`src/xwd_pkg.sv`:
```
// Shared types and constants for the XOR window stream decoder.
// No dependencies; imported by every module of the block.
`timescale 1ns / 1ps

package xwd_pkg;

  localparam int WIN_W          = 7;   // width of the window_k register
  localparam int LEN_W          = 16;  // width of the msg_len register
  localparam int CFG_W          = 16;  // config write data, widest register
  localparam int BYTE_W         = 8;   // tdata width, one byte
  localparam int MAX_WINDOW_DEF = 64;

  typedef enum logic [0:0] {
    CFG_WINDOW_K = 1'b0,
    CFG_MSG_LEN  = 1'b1
  } cfg_idx_t;

  // broadcast from the control logic to every cell
  typedef struct packed {
    logic shift;   // a decoded bit enters the chain
    logic clear;   // start of message: drop the old history
    logic dec;     // the decoded bit of this item
  } cell_ctl_t;

  // one result item
  typedef struct packed {
    logic dec_bit;
    logic last_bit;
  } result_t;

endpackage

```
`src/xwd_cell.sv`:
```
// One cell of the history chain: holds the parity of the newest decoded bits
// up to its own depth. Depends on xwd_pkg.
`timescale 1ns / 1ps

module xwd_cell (
  input  logic              clk,
  input  logic              rst,
  input  xwd_pkg::cell_ctl_t ctl,
  input  logic              prev_par,  // parity held by the neighbor one step nearer
  output logic              par
);
  import xwd_pkg::*;

  logic par_next;

  // after a shift the window of depth i is the new bit plus depth i-1 of before
  always_comb begin
    par_next = par;
    if (ctl.shift) begin
      par_next = ctl.dec ^ (prev_par & ~ctl.clear);
    end else if (ctl.clear) begin
      par_next = 1'b0;
    end
  end

  always_ff @(posedge clk) begin
    if (rst) begin
      par <= 1'b0;
    end else begin
      par <= par_next;
    end
  end

endmodule

```
`src/xwd_out_skid.sv`:
```
// Output register with one skid entry for the result stream.
// Depends on xwd_pkg.
`timescale 1ns / 1ps

module xwd_out_skid (
  input  logic              clk,
  input  logic              rst,
  input  logic              push,
  input  xwd_pkg::result_t  push_data,
  output logic              room,       // skid entry free, upstream may send
  output logic              out_valid,
  input  logic              out_ready,
  output xwd_pkg::result_t  out_data
);
  import xwd_pkg::*;

  logic    skid_valid;
  result_t skid_data;
  logic    pop;

  assign pop  = out_valid & out_ready;
  assign room = ~skid_valid;

  always_ff @(posedge clk) begin
    if (rst) begin
      out_valid  <= 1'b0;
      skid_valid <= 1'b0;
    end else if (pop) begin
      if (skid_valid) begin
        skid_valid <= 1'b0;
      end else if (!push) begin
        out_valid <= 1'b0;
      end
    end else if (push) begin
      if (!out_valid) begin
        out_valid <= 1'b1;
      end else begin
        skid_valid <= 1'b1;
      end
    end
  end

  always_ff @(posedge clk) begin
    if (pop) begin
      if (skid_valid) begin
        out_data <= skid_data;
      end else if (push) begin
        out_data <= push_data;
      end
    end else if (push) begin
      if (!out_valid) begin
        out_data <= push_data;
      end else begin
        skid_data <= push_data;
      end
    end
  end

  a_skid_needs_out: assert property (@(posedge clk) disable iff (rst)
    skid_valid |-> out_valid)
    else $error("skid entry held without a pending output");

  a_skid_holds: assert property (@(posedge clk) disable iff (rst)
    skid_valid && !out_ready |=> skid_valid && $stable(skid_data))
    else $error("skid entry lost while output stalled");

endmodule

```
`src/xor_window_stream_decoder.sv`:
```
// XOR window stream decoder: one encoded bit in per item, the decoded message
// bit out. Each decoded bit is the encoded bit XOR the parity of the previous
// window_k-1 decoded bits of the message (zero before the message start). A
// start flag on an item begins a new message; only the first msg_len items of
// a message give a result, the last one flagged by tlast. An item is taken
// every cycle while the skid entry is free. The history is a row of
// MAX_WINDOW-1 cells, each holding a running parity that it updates from its
// neighbor in one XOR, so the window parity is a single cell read. The output
// register plus one skid entry keeps input and output sides apart.
// Depends on xwd_pkg, xwd_cell and xwd_out_skid.
`timescale 1ns / 1ps

module xor_window_stream_decoder #(
  parameter int MAX_WINDOW = xwd_pkg::MAX_WINDOW_DEF
) (
  input  logic                        clk,
  input  logic                        rst,
  // config write port
  input  logic                        cfg_we,
  input  xwd_pkg::cfg_idx_t           cfg_addr,
  input  logic [xwd_pkg::CFG_W-1:0]   cfg_wdata,
  // input stream
  input  logic                        s_tvalid,
  output logic                        s_tready,
  input  logic [xwd_pkg::BYTE_W-1:0]  s_tdata,   // [0] enc_bit, rest zero
  input  logic                        s_tuser,   // [0] start_req
  // result stream
  output logic                        m_tvalid,
  input  logic                        m_tready,
  output logic [xwd_pkg::BYTE_W-1:0]  m_tdata,   // [0] dec_bit, rest zero
  output logic                        m_tlast    // last_bit
);
  import xwd_pkg::*;

  localparam int NCELL = MAX_WINDOW - 1;
  localparam int IDXW  = (NCELL > 1) ? $clog2(NCELL) : 1;
  localparam int KMAXW = $clog2(MAX_WINDOW + 1);
  localparam int KW    = (KMAXW > WIN_W) ? KMAXW : WIN_W;

  logic [WIN_W-1:0] window_k;
  logic [LEN_W-1:0] msg_len;
  logic [LEN_W-1:0] position;

  // configuration
  always_ff @(posedge clk) begin
    if (rst) begin
      window_k <= WIN_W'(1);
      msg_len  <= LEN_W'(1);
    end else if (cfg_we) begin
      case (cfg_addr)
        CFG_WINDOW_K: window_k <= cfg_wdata[WIN_W-1:0];
        CFG_MSG_LEN:  msg_len  <= cfg_wdata[LEN_W-1:0];
        default: ;
      endcase
    end
  end

  logic             accept;
  logic             start;
  logic             enc;
  logic [LEN_W-1:0] pos_eff;
  logic             produce;
  logic             last;
  logic [KW-1:0]    k_eff;
  logic [KW-1:0]    k_raw;
  logic             win_par;
  logic             dec;
  logic [NCELL-1:0] pp;
  cell_ctl_t        ctl;
  result_t          res;
  logic             room;
  result_t          out_res;

  assign enc      = s_tdata[0];
  assign start    = s_tuser;
  assign s_tready = room;
  assign accept   = s_tvalid & s_tready;

  assign pos_eff = start ? '0 : position;
  assign produce = pos_eff < msg_len;
  // pos_eff + 1 cannot wrap while a result is produced
  assign last    = (pos_eff + LEN_W'(1)) == msg_len;

  // window clamped to 1..MAX_WINDOW
  assign k_raw = KW'(window_k);
  always_comb begin
    k_eff = k_raw;
    if (k_raw == '0) begin
      k_eff = KW'(1);
    end else if (k_raw > KW'(MAX_WINDOW)) begin
      k_eff = KW'(MAX_WINDOW);
    end
  end

  // cell k-2 holds the parity of the newest k-1 bits; a start clears it
  always_comb begin
    win_par = 1'b0;
    if (!start && k_eff >= KW'(2)) begin
      win_par = pp[IDXW'(k_eff - KW'(2))];
    end
  end

  assign dec = enc ^ win_par;

  assign ctl.shift = accept & produce;
  assign ctl.clear = accept & start;
  assign ctl.dec   = dec;

  for (genvar g = 0; g < NCELL; g++) begin : g_cell
    logic prev;
    if (g == 0) begin : g_first
      assign prev = 1'b0;
    end else begin : g_rest
      assign prev = pp[g-1];
    end
    xwd_cell u_cell (
      .clk      (clk),
      .rst      (rst),
      .ctl      (ctl),
      .prev_par (prev),
      .par      (pp[g])
    );
  end

  always_ff @(posedge clk) begin
    if (rst) begin
      position <= '0;
    end else if (accept) begin
      if (produce) begin
        position <= pos_eff + LEN_W'(1);
      end else if (start) begin
        position <= '0;
      end
    end
  end

  assign res.dec_bit  = dec;
  assign res.last_bit = last;

  xwd_out_skid u_out (
    .clk       (clk),
    .rst       (rst),
    .push      (ctl.shift),
    .push_data (res),
    .room      (room),
    .out_valid (m_tvalid),
    .out_ready (m_tready),
    .out_data  (out_res)
  );

  assign m_tdata = {{(BYTE_W-1){1'b0}}, out_res.dec_bit};
  assign m_tlast = out_res.last_bit;

  a_start_first: assert property (@(posedge clk) disable iff (rst)
    accept && start && msg_len != '0 |=> position == LEN_W'(1))
    else $error("start item did not become decoded bit one");

  a_cell0_newest: assert property (@(posedge clk) disable iff (rst)
    ctl.shift |=> pp[0] == $past(dec))
    else $error("first cell does not hold the newest decoded bit");

endmodule

```
`config.mk`:
```
export PLATFORM = sky130hd
export DESIGN_NAME = xor_window_stream_decoder
export DESIGN_NICKNAME = d
export VERILOG_FILES = /design/src/xwd_pkg.sv /design/src/xwd_cell.sv /design/src/xwd_out_skid.sv /design/src/xor_window_stream_decoder.sv
export SDC_FILE = /design/constraint.sdc
export NUM_CORES = 1
export LEC_CHECK = 0
export ABC_CLOCK_PERIOD_IN_PS = 5010
export BUFFER_PORTS_ARGS = -buffer_cell sky130_fd_sc_hd__buf_2
export CORE_MARGIN = 5
export CORE_UTILIZATION = 35
export DETAILED_ROUTE_END_ITERATION = 7
export GPL_ROUTABILITY_DRIVEN = 0
export PLACE_DENSITY = 0.54
export SYNTH_ARGS = -nofsm -noshare
export SYNTH_HDL_FRONTEND = slang
export SYNTH_SLANG_ARGS = --single-unit
```
`constraint.sdc`:
```
create_clock -name clk -period 5.01 [get_ports clk]
set_input_delay 0.7515 -clock clk [delete_from_list [all_inputs] [get_ports clk]]
set_output_delay 0.7515 -clock clk [all_outputs]
set_load 0.02 [all_outputs]
```
==> results of run 1 <==
-- cells in the mapped netlist (all sizes together), types with 4 or more instances --
master | count | share of area [%]
or3 | 7 | 0.64
o21a | 5 | 0.55
xnor2 | 21 | 2.8
nand4 | 7 | 0.64
nor2 | 32 | 1.8
buf | 26 | 2.5
or4 | 4 | 0.44
a31oi | 9 | 0.82
dfxtp | 104 | 30
a32o | 8 | 1.2
o21ai | 14 | 1.0
nand2 | 182 | 10
a21oi | 94 | 6.9
and2 | 6 | 0.55
ha | 18 | 3.3
a21o | 5 | 0.55
nand3 | 21 | 1.5
nor3b | 4 | 0.60
mux2i | 20 | 2.9
nor2b | 18 | 1.6
nor4 | 6 | 0.55
inv | 28 | 1.5
edfxtp | 4 | 1.8
a211o | 64 | 8.2
mux2 | 7 | 1.2
clkbuf | 55 | 3.0
nor3 | 75 | 5.5
xor2 | 9 | 1.2
-- registers in the layout, summed over array words and instances, names as in the netlist --
signal / flops
k_raw: 7
position: 16
u_out.out_valid: 1
u_out.out_data: 2
g_cell.u_cell.par: 63
u_out.skid_data: 2
msg_len: 16
u_out.skid_valid: 1
-- worst min path at each step --
stage | from | to | cells after the start
2_1_floorplan | msg_len[10]$_SDFFE_PP0P_ | msg_len[10]$_SDFFE_PP0P_ | 2
3_3_place_gp | msg_len[9]$_SDFFE_PP0P_ | msg_len[9]$_SDFFE_PP0P_ | 2
3_5_place_dp | msg_len[4]$_SDFFE_PP0P_ | msg_len[4]$_SDFFE_PP0P_ | 2
4_1_cts | msg_len[4]$_SDFFE_PP0P_ | msg_len[4]$_SDFFE_PP0P_ | 2
5_1_grt | msg_len[4]$_SDFFE_PP0P_ | msg_len[4]$_SDFFE_PP0P_ | 2
6_report | msg_len[4]$_SDFFE_PP0P_ | msg_len[4]$_SDFFE_PP0P_ | 2
-- per-layer routing --
layer,global-route usage (%),wire length [um]
met1,22.99,8907
met2,27.81,8831
met3,3.089,866
met4,4.300,222
met5,0,0
-- through the flow --
stage               util [%]  instance area, um^2  std cells  total power, W
detailed placement     36.83                 7121       1137        0.001568
global placement       36.83                 7121       1137        0.001569
floorplan                  -                 6860        910        0.001423
finish                 38.45                 7433       1153        0.002311
CTS                    38.45                 7433       1153        0.002337
global route           38.45                 7433       1153        0.002435
-- cells by family (layout without fill, tap and decap cells) --
family | Yosys count | after routing
AND/OR/NAND/NOR | 376 | 376
AO/OA/AOI/OAI | 232 | 232
buffers and inverters | 111 | 89
flip-flops | 108 | 108
XOR/XNOR | 30 | 30
multiplexers | 28 | 28
adder cells (fa/ha/maj) | 18 | 18
other | 1 | 7
-- critical path, cell delays in order, from the launching register on --
cell and delay, ns:
sky130_fd_sc_hd__dfxtp_1 0.53, sky130_fd_sc_hd__inv_1 0.18, sky130_fd_sc_hd__nand2_1 0.09, sky130_fd_sc_hd__ha_1 0.36
sky130_fd_sc_hd__nor3b_1 0.10, sky130_fd_sc_hd__or3_1 0.37, sky130_fd_sc_hd__buf_4 0.18, sky130_fd_sc_hd__nand2_1 0.15
sky130_fd_sc_hd__and4b_1 0.21, sky130_fd_sc_hd__a2111o_1 0.36, sky130_fd_sc_hd__a221o_1 0.40, sky130_fd_sc_hd__xnor2_4 0.69
sky130_fd_sc_hd__nor3b_4 0.32, sky130_fd_sc_hd__buf_4 0.40, sky130_fd_sc_hd__a211o_1 0.20
-- area by class of cell --
type | instances | area, um^2
fill | 2064 | 11900
multi-input combinational | 691 | 4203
sequential | 108 | 2202
tap | 265 | 331.6
timing repair buffer | 44 | 275.3
clock buffer | 11 | 252.7
inverter | 29 | 108.9
clock inverter | 5 | 60.06
-- power by group --
group	switching, W	internal, W
combinational	0.000330	0.000191
clock	0.000346	0.000417
sequential	0.0000732	0.000954
total	0.000749	0.00156
==> run summary, run 1 <==
CLOCK TREE
----------------------------------------------------------------------------------------
Worst skew pair latency                                                          0.35 ns
Clk Tree Root Cell                                                          sky130_fd_sc_hd__clkbuf_16
Num CTS Buffers                                                                        9
Hold buffers post-CTS                                                                  0
Total number of clock tree sinks                                                     108
H-Tree Depth                                                                           3
Clock slew at reported path FFs                                                  0.07 ns
Setup Buffers After CTS                                                                0
Clock tree from TritonCTS                                                            yes
Clock buffer depth                                                                     2
CTS resizes                                                                            0

RUN
----------------------------------------------------------------------------------------
Max-cap violation count                                                                0

LOGIC SYNTHESIS
----------------------------------------------------------------------------------------
Cells after Synth                                                                    904
Mux contribution to synthesized area                                              4.410%
Avg Inst Size Synth                                                           7.564 um^2
Number of flops mapped to enable cells by yosys                                        4
Async S/R FF share, synth                                                             0%
Seq/Total Area, Yosys                                                             32.20%
Area share of xor/xnor cells in the synthesized design                            3.952%
Post-synthesis cell type count                                                        67
Largest family of logic cells by synthesized area                           simple AND/OR/NAND/NOR gates
Post-synthesis instance area                                                0.006838 mm^2
Post-synthesis simple-gate area fraction                                          25.45%
Prevailing post-synth register cell                                         sky130_fd_sc_hd__dfxtp_1
Warning count from the yosys run                                                       0
Compound-cell area share of the yosys netlist                                     23.44%
Flip-flop and latch count after synthesis                                            108
Synthesized-area fraction occupied by adder cells                                 3.294%

TIMING
----------------------------------------------------------------------------------------
Worst Tran Pin Value                                                           0.8481 ns
Portion of the clock cycle consumed by the worst path in the final layout         92.22%
Final number of max-transition violations                                              0
Number of setup violations in the final report                                         0
Setup Total Neg Slack                                                               0 ns
Maximum clock frequency                                                        216.4 MHz
Post-route minimum period                                                       4.620 ns
Setup repair after global routing missed its margin                                false
Worst clock skew on the final layout                                         0.008681 ns
Setup ws final                                                                 0.3896 ns
Worst-case headroom to the max-slew limit                                         43.46%
Worst hold-check slack                                                         0.4572 ns
Endpoints failing hold                                                                 0

WORST SETUP PATH
----------------------------------------------------------------------------------------
WS Path Type                                                                register to register
Critical R2R Launch                                                         k_raw[6]$_SDFFE_PP0P_
Crit Path Max Fanout                                                                  34
Launch point of the worst path                                              k_raw[6]$_SDFFE_PP0P_
Crit path launch type                                                           register
Critical Path Sink                                                          g_cell[56].u_cell.par$_SDFFE_PP0P_
WP data required                                                                 5.30 ns
Cell depth of the worst flop-to-flop path                                             14
Endpoint type of the worst setup path                                           register
Worst Path Arrival                                                               4.91 ns
R2R Setup Slk                                                                    0.39 ns
Reg-to-reg endpoint                                                         g_cell[56].u_cell.par$_SDFFE_PP0P_

ROUTE
----------------------------------------------------------------------------------------
Number of vias per cell                                                            5.575
Iteration count of the initial detailed-routing pass                                   5
DRC violation total after the first TritonRoute iteration                            412
Routed length per instance                                                      16.33 um
Vias after detailed routing                                                         6428
Final routed DRC violation total                                                       0
Total wire length                                                               18.83 mm
Antenna-violating nets left                                                            0

DIE
----------------------------------------------------------------------------------------
Initial core utilization                                                          35.37%
Standard-cell rows                                                                    51
Total Die Area                                                              0.02243 mm^2
Die width                                                                       149.8 um
Die Y                                                                           149.8 um
Area of the placeable core                                                  0.01933 mm^2
I/O pin cnt                                                                           42

GLOBAL ROUTING
----------------------------------------------------------------------------------------
Largest net degree at the start of global routing                                     69
Remaining Overflow, GRT                                                                0
Gr usage total                                                                    16.92%
Initial antenna violation count                                                        0
Global-route wire length before repair                                          31.16 mm
Number of global-route vias before repair                                           6023

CELLS AND AREA
----------------------------------------------------------------------------------------
Post-synthesis to final-layout area growth                                        8.710%
Fraction of final layout cells sized beyond drive strength 1                      8.671%
Number of diodes                                                                       0
Most common cell after layout, fill and taps aside                          sky130_fd_sc_hd__nand2_1
Layout Nets                                                                          932
Top library cells by usage in the layout, fill and taps aside               sky130_fd_sc_hd__nand2_1, sky130_fd_sc_hd__dfxtp_1, sky130_fd_sc_hd__a21oi_1, sky130_fd_sc_hd__nor3_1, sky130_fd_sc_hd__a211o_1

POWER
----------------------------------------------------------------------------------------
Pwr Density                                                                 310.9 mW/mm^2
Worst ir drop on vdd                                                           0.1656 mV
Static leakage                                                                  3.055 nW

PLACED DESIGN
----------------------------------------------------------------------------------------
Detailed placement HPWL                                                         12.04 mm
Minimum setup slack after placement                                            0.4072 ns
Count of input and output buffers                                                     27

HOLD PATH
----------------------------------------------------------------------------------------
Hold WC Path Type                                                           register to register

STATUS
----------------------------------------------------------------------------------------
Status                                                                      finished clean

Note: power is estimated with default switching activity, not from simulation.
==> run 2: changes to the inputs <==
--- a/config.mk
+++ b/config.mk
@@ -12,6 +12,7 @@
 export DETAILED_ROUTE_END_ITERATION = 7
 export GPL_ROUTABILITY_DRIVEN = 0
 export PLACE_DENSITY = 0.54
+export RECOVER_POWER = 50
 export SYNTH_ARGS = -nofsm -noshare
 export SYNTH_HDL_FRONTEND = slang
 export SYNTH_SLANG_ARGS = --single-unit
==> run summary, run 2 (same netlist as run 1, synthesis figures left out) <==
STATUS
----------------------------------------------------------------------------------------
Status                                                                      finished with violations
Failing checks                                                              capacitance limit, slew limit

WORST SETUP PATH
----------------------------------------------------------------------------------------
WS Path Type                                                                register to register
Crit path launch type                                                           register
Worst Path Arrival                                                               4.91 ns
WP data required                                                                 5.31 ns
Endpoint type of the worst setup path                                           register
Crit Path Max Fanout                                                                  34

DIE
----------------------------------------------------------------------------------------
I/O pin cnt                                                                           42
Initial core utilization                                                          35.37%
Die Y                                                                           149.8 um
Area of the placeable core                                                  0.01933 mm^2
Die width                                                                       149.8 um
Total Die Area                                                              0.02243 mm^2
Standard-cell rows                                                                    51

ROUTE
----------------------------------------------------------------------------------------
Total wire length                                                               18.82 mm
Final routed DRC violation total                                                       0
Routed length per instance                                                      16.33 um
DRC violation total after the first TritonRoute iteration                            441
Vias after detailed routing                                                         6424
Iteration count of the initial detailed-routing pass                                   5
Antenna-violating nets left                                                            0
Number of vias per cell                                                            5.572

CELLS AND AREA
----------------------------------------------------------------------------------------
Max FFs per register                                                                  63
Register with the most flip-flops                                           g_cell.u_cell.par
Post-synthesis to final-layout area growth                                        8.454%
Final cell count without fillers                                                    1153
Fillers                                                                             2069
Largest regs                                                                g_cell.u_cell.par (63), msg_len (16), position (16)
Layout Nets                                                                          932
Top library cells by usage in the layout, fill and taps aside               sky130_fd_sc_hd__nand2_1, sky130_fd_sc_hd__dfxtp_1, sky130_fd_sc_hd__a21oi_1, sky130_fd_sc_hd__nor3_1, sky130_fd_sc_hd__a211o_1
Number of diodes                                                                       0
Fraction of final layout cells sized beyond drive strength 1                      7.658%
Most common cell after layout, fill and taps aside                          sky130_fd_sc_hd__nand2_1

TIMING
----------------------------------------------------------------------------------------
Maximum clock frequency                                                        216.6 MHz
Setup ws final                                                                 0.3926 ns
Post-route minimum period                                                       4.617 ns
Setup repair after global routing missed its margin                                false
Number of setup violations in the final report                                         0
Worst Tran Pin Value                                                            1.995 ns
Final number of max-transition violations                                             41
Setup Total Neg Slack                                                               0 ns
Worst clock skew on the final layout                                         0.008476 ns
Portion of the clock cycle consumed by the worst path in the final layout         92.16%
Worst-case headroom to the max-slew limit                                        -33.03%
Endpoints failing hold                                                                 0

GLOBAL ROUTING
----------------------------------------------------------------------------------------
Largest net degree at the start of global routing                                     69
Number of global-route vias before repair                                           6023
Initial antenna violation count                                                        0
Remaining Overflow, GRT                                                                0
Gr usage total                                                                    16.92%
Global-route wire length before repair                                          31.16 mm

CLOCK TREE
----------------------------------------------------------------------------------------
Hold buffers post-CTS                                                                  0
Setup Buffers After CTS                                                                0
Total number of clock tree sinks                                                     108
Num CTS Buffers                                                                        9
Clk Tree Root Cell                                                          sky130_fd_sc_hd__clkbuf_16
CTS resizes                                                                            0
Clock tree from TritonCTS                                                            yes
Clock slew at reported path FFs                                                  0.07 ns
H-Tree Depth                                                                           3
Worst skew pair latency                                                          0.35 ns
Clock buffer depth                                                                     2

PLACED DESIGN
----------------------------------------------------------------------------------------
Number of instances in the placed design                                            1137
Minimum setup slack after placement                                            0.4072 ns
Detailed placement HPWL                                                         12.04 mm
Count of input and output buffers                                                     27

POWER
----------------------------------------------------------------------------------------
Static leakage                                                                  3.031 nW
Design internal power                                                         0.001561 W
Switching pwr                                                                0.0007481 W
Sequential share of power                                                          44.5%
Pwr Density                                                                 311.3 mW/mm^2
Switching share of power                                                          32.40%
Worst ir drop on vdd                                                           0.1657 mV
Clk pwr share                                                                      33.0%
Part of the total power dissipated in combinational logic                          22.5%

HOLD PATH
----------------------------------------------------------------------------------------
Hold WC Path Type                                                           register to register

RUN
----------------------------------------------------------------------------------------
Max-cap violation count                                                                1

run 2: cell count changes in the layout (fill, tap and decap cells not counted), sizes merged:
cell    delta
buf        -9
clkbuf     +9
run 2: final timing paths:
check	from	endpoint	slack (ns)	cells after the start
setup / recovery	k_raw[6]$_SDFFE_PP0P_	g_cell[51].u_cell.par$_SDFFE_PP0P_	0.39	14
hold / removal	msg_len[4]$_SDFFE_PP0P_	msg_len[4]$_SDFFE_PP0P_	0.46	2
setup reg to reg	k_raw[6]$_SDFFE_PP0P_	g_cell[51].u_cell.par$_SDFFE_PP0P_	0.39	14
hold reg to reg	msg_len[4]$_SDFFE_PP0P_	msg_len[4]$_SDFFE_PP0P_	0.46	2
run 2: power groups by stage:
stage | logic, W | registers [W] | clock network (W)
after floorplan | 0.000397 | 0.00103 | 0
after global placement | 0.000521 | 0.00105 | 0
after detailed placement | 0.000522 | 0.00105 | 0
after CTS | 0.000523 | 0.00103 | 0.000787
after global routing | 0.000575 | 0.00104 | 0.000817
final | 0.000518 | 0.00103 | 0.000762
run 2: critical path, cell delays in order (launching register included):
cell	delay (ns)
sky130_fd_sc_hd__dfxtp_1	0.52
sky130_fd_sc_hd__inv_1	0.18
sky130_fd_sc_hd__nand2_1	0.09
sky130_fd_sc_hd__ha_1	0.36
sky130_fd_sc_hd__nor3b_1	0.10
sky130_fd_sc_hd__or3_1	0.37
sky130_fd_sc_hd__buf_4	0.18
sky130_fd_sc_hd__nand2_1	0.15
sky130_fd_sc_hd__and4b_1	0.21
sky130_fd_sc_hd__a2111o_1	0.36
sky130_fd_sc_hd__a221o_1	0.40
sky130_fd_sc_hd__xnor2_4	0.68
sky130_fd_sc_hd__nor3b_4	0.32
sky130_fd_sc_hd__buf_4	0.40
sky130_fd_sc_hd__a211o_1	0.19
run 2: cell type report:
class	instances	area [um^2]	area share (%)
multi-input combinational	691	4200	56.64
sequential	108	2202	29.69
tap	265	331.6	4.471
timing repair buffer	44	260.3	3.509
clock buffer	11	252.7	3.408
inverter	29	108.9	1.468
clock inverter	5	60.06	0.8099
run 2: per-layer routing:
metal	global-route usage [%]	vias up	wire (um)	share of wire, %
li1	-	3179	-	-
met4	4.300	0	197	1.0
met3	3.089	16	897	4.8
met5	0	-	0	0
met2	27.81	154	8887	47
met1	22.99	3075	8841	47
run 2: per-stage QoR:
| stage | power, W | utilization (%) | hold slack [ns] | instance area [um^2] |
|---|---|---|---|---|
| 3_3_place_gp | 0.001569 | 36.83 | 0.4424 | 7121 |
| 5_1_grt | 0.002433 | 38.36 | 0.4843 | 7416 |
| 3_5_place_dp | 0.001568 | 36.83 | 0.4489 | 7121 |
| 6_report | 0.002309 | 38.36 | 0.4573 | 7416 |
| 4_1_cts | 0.002337 | 38.45 | 0.4593 | 7433 |
| 2_1_floorplan | 0.001423 | - | 0.4363 | 6860 |
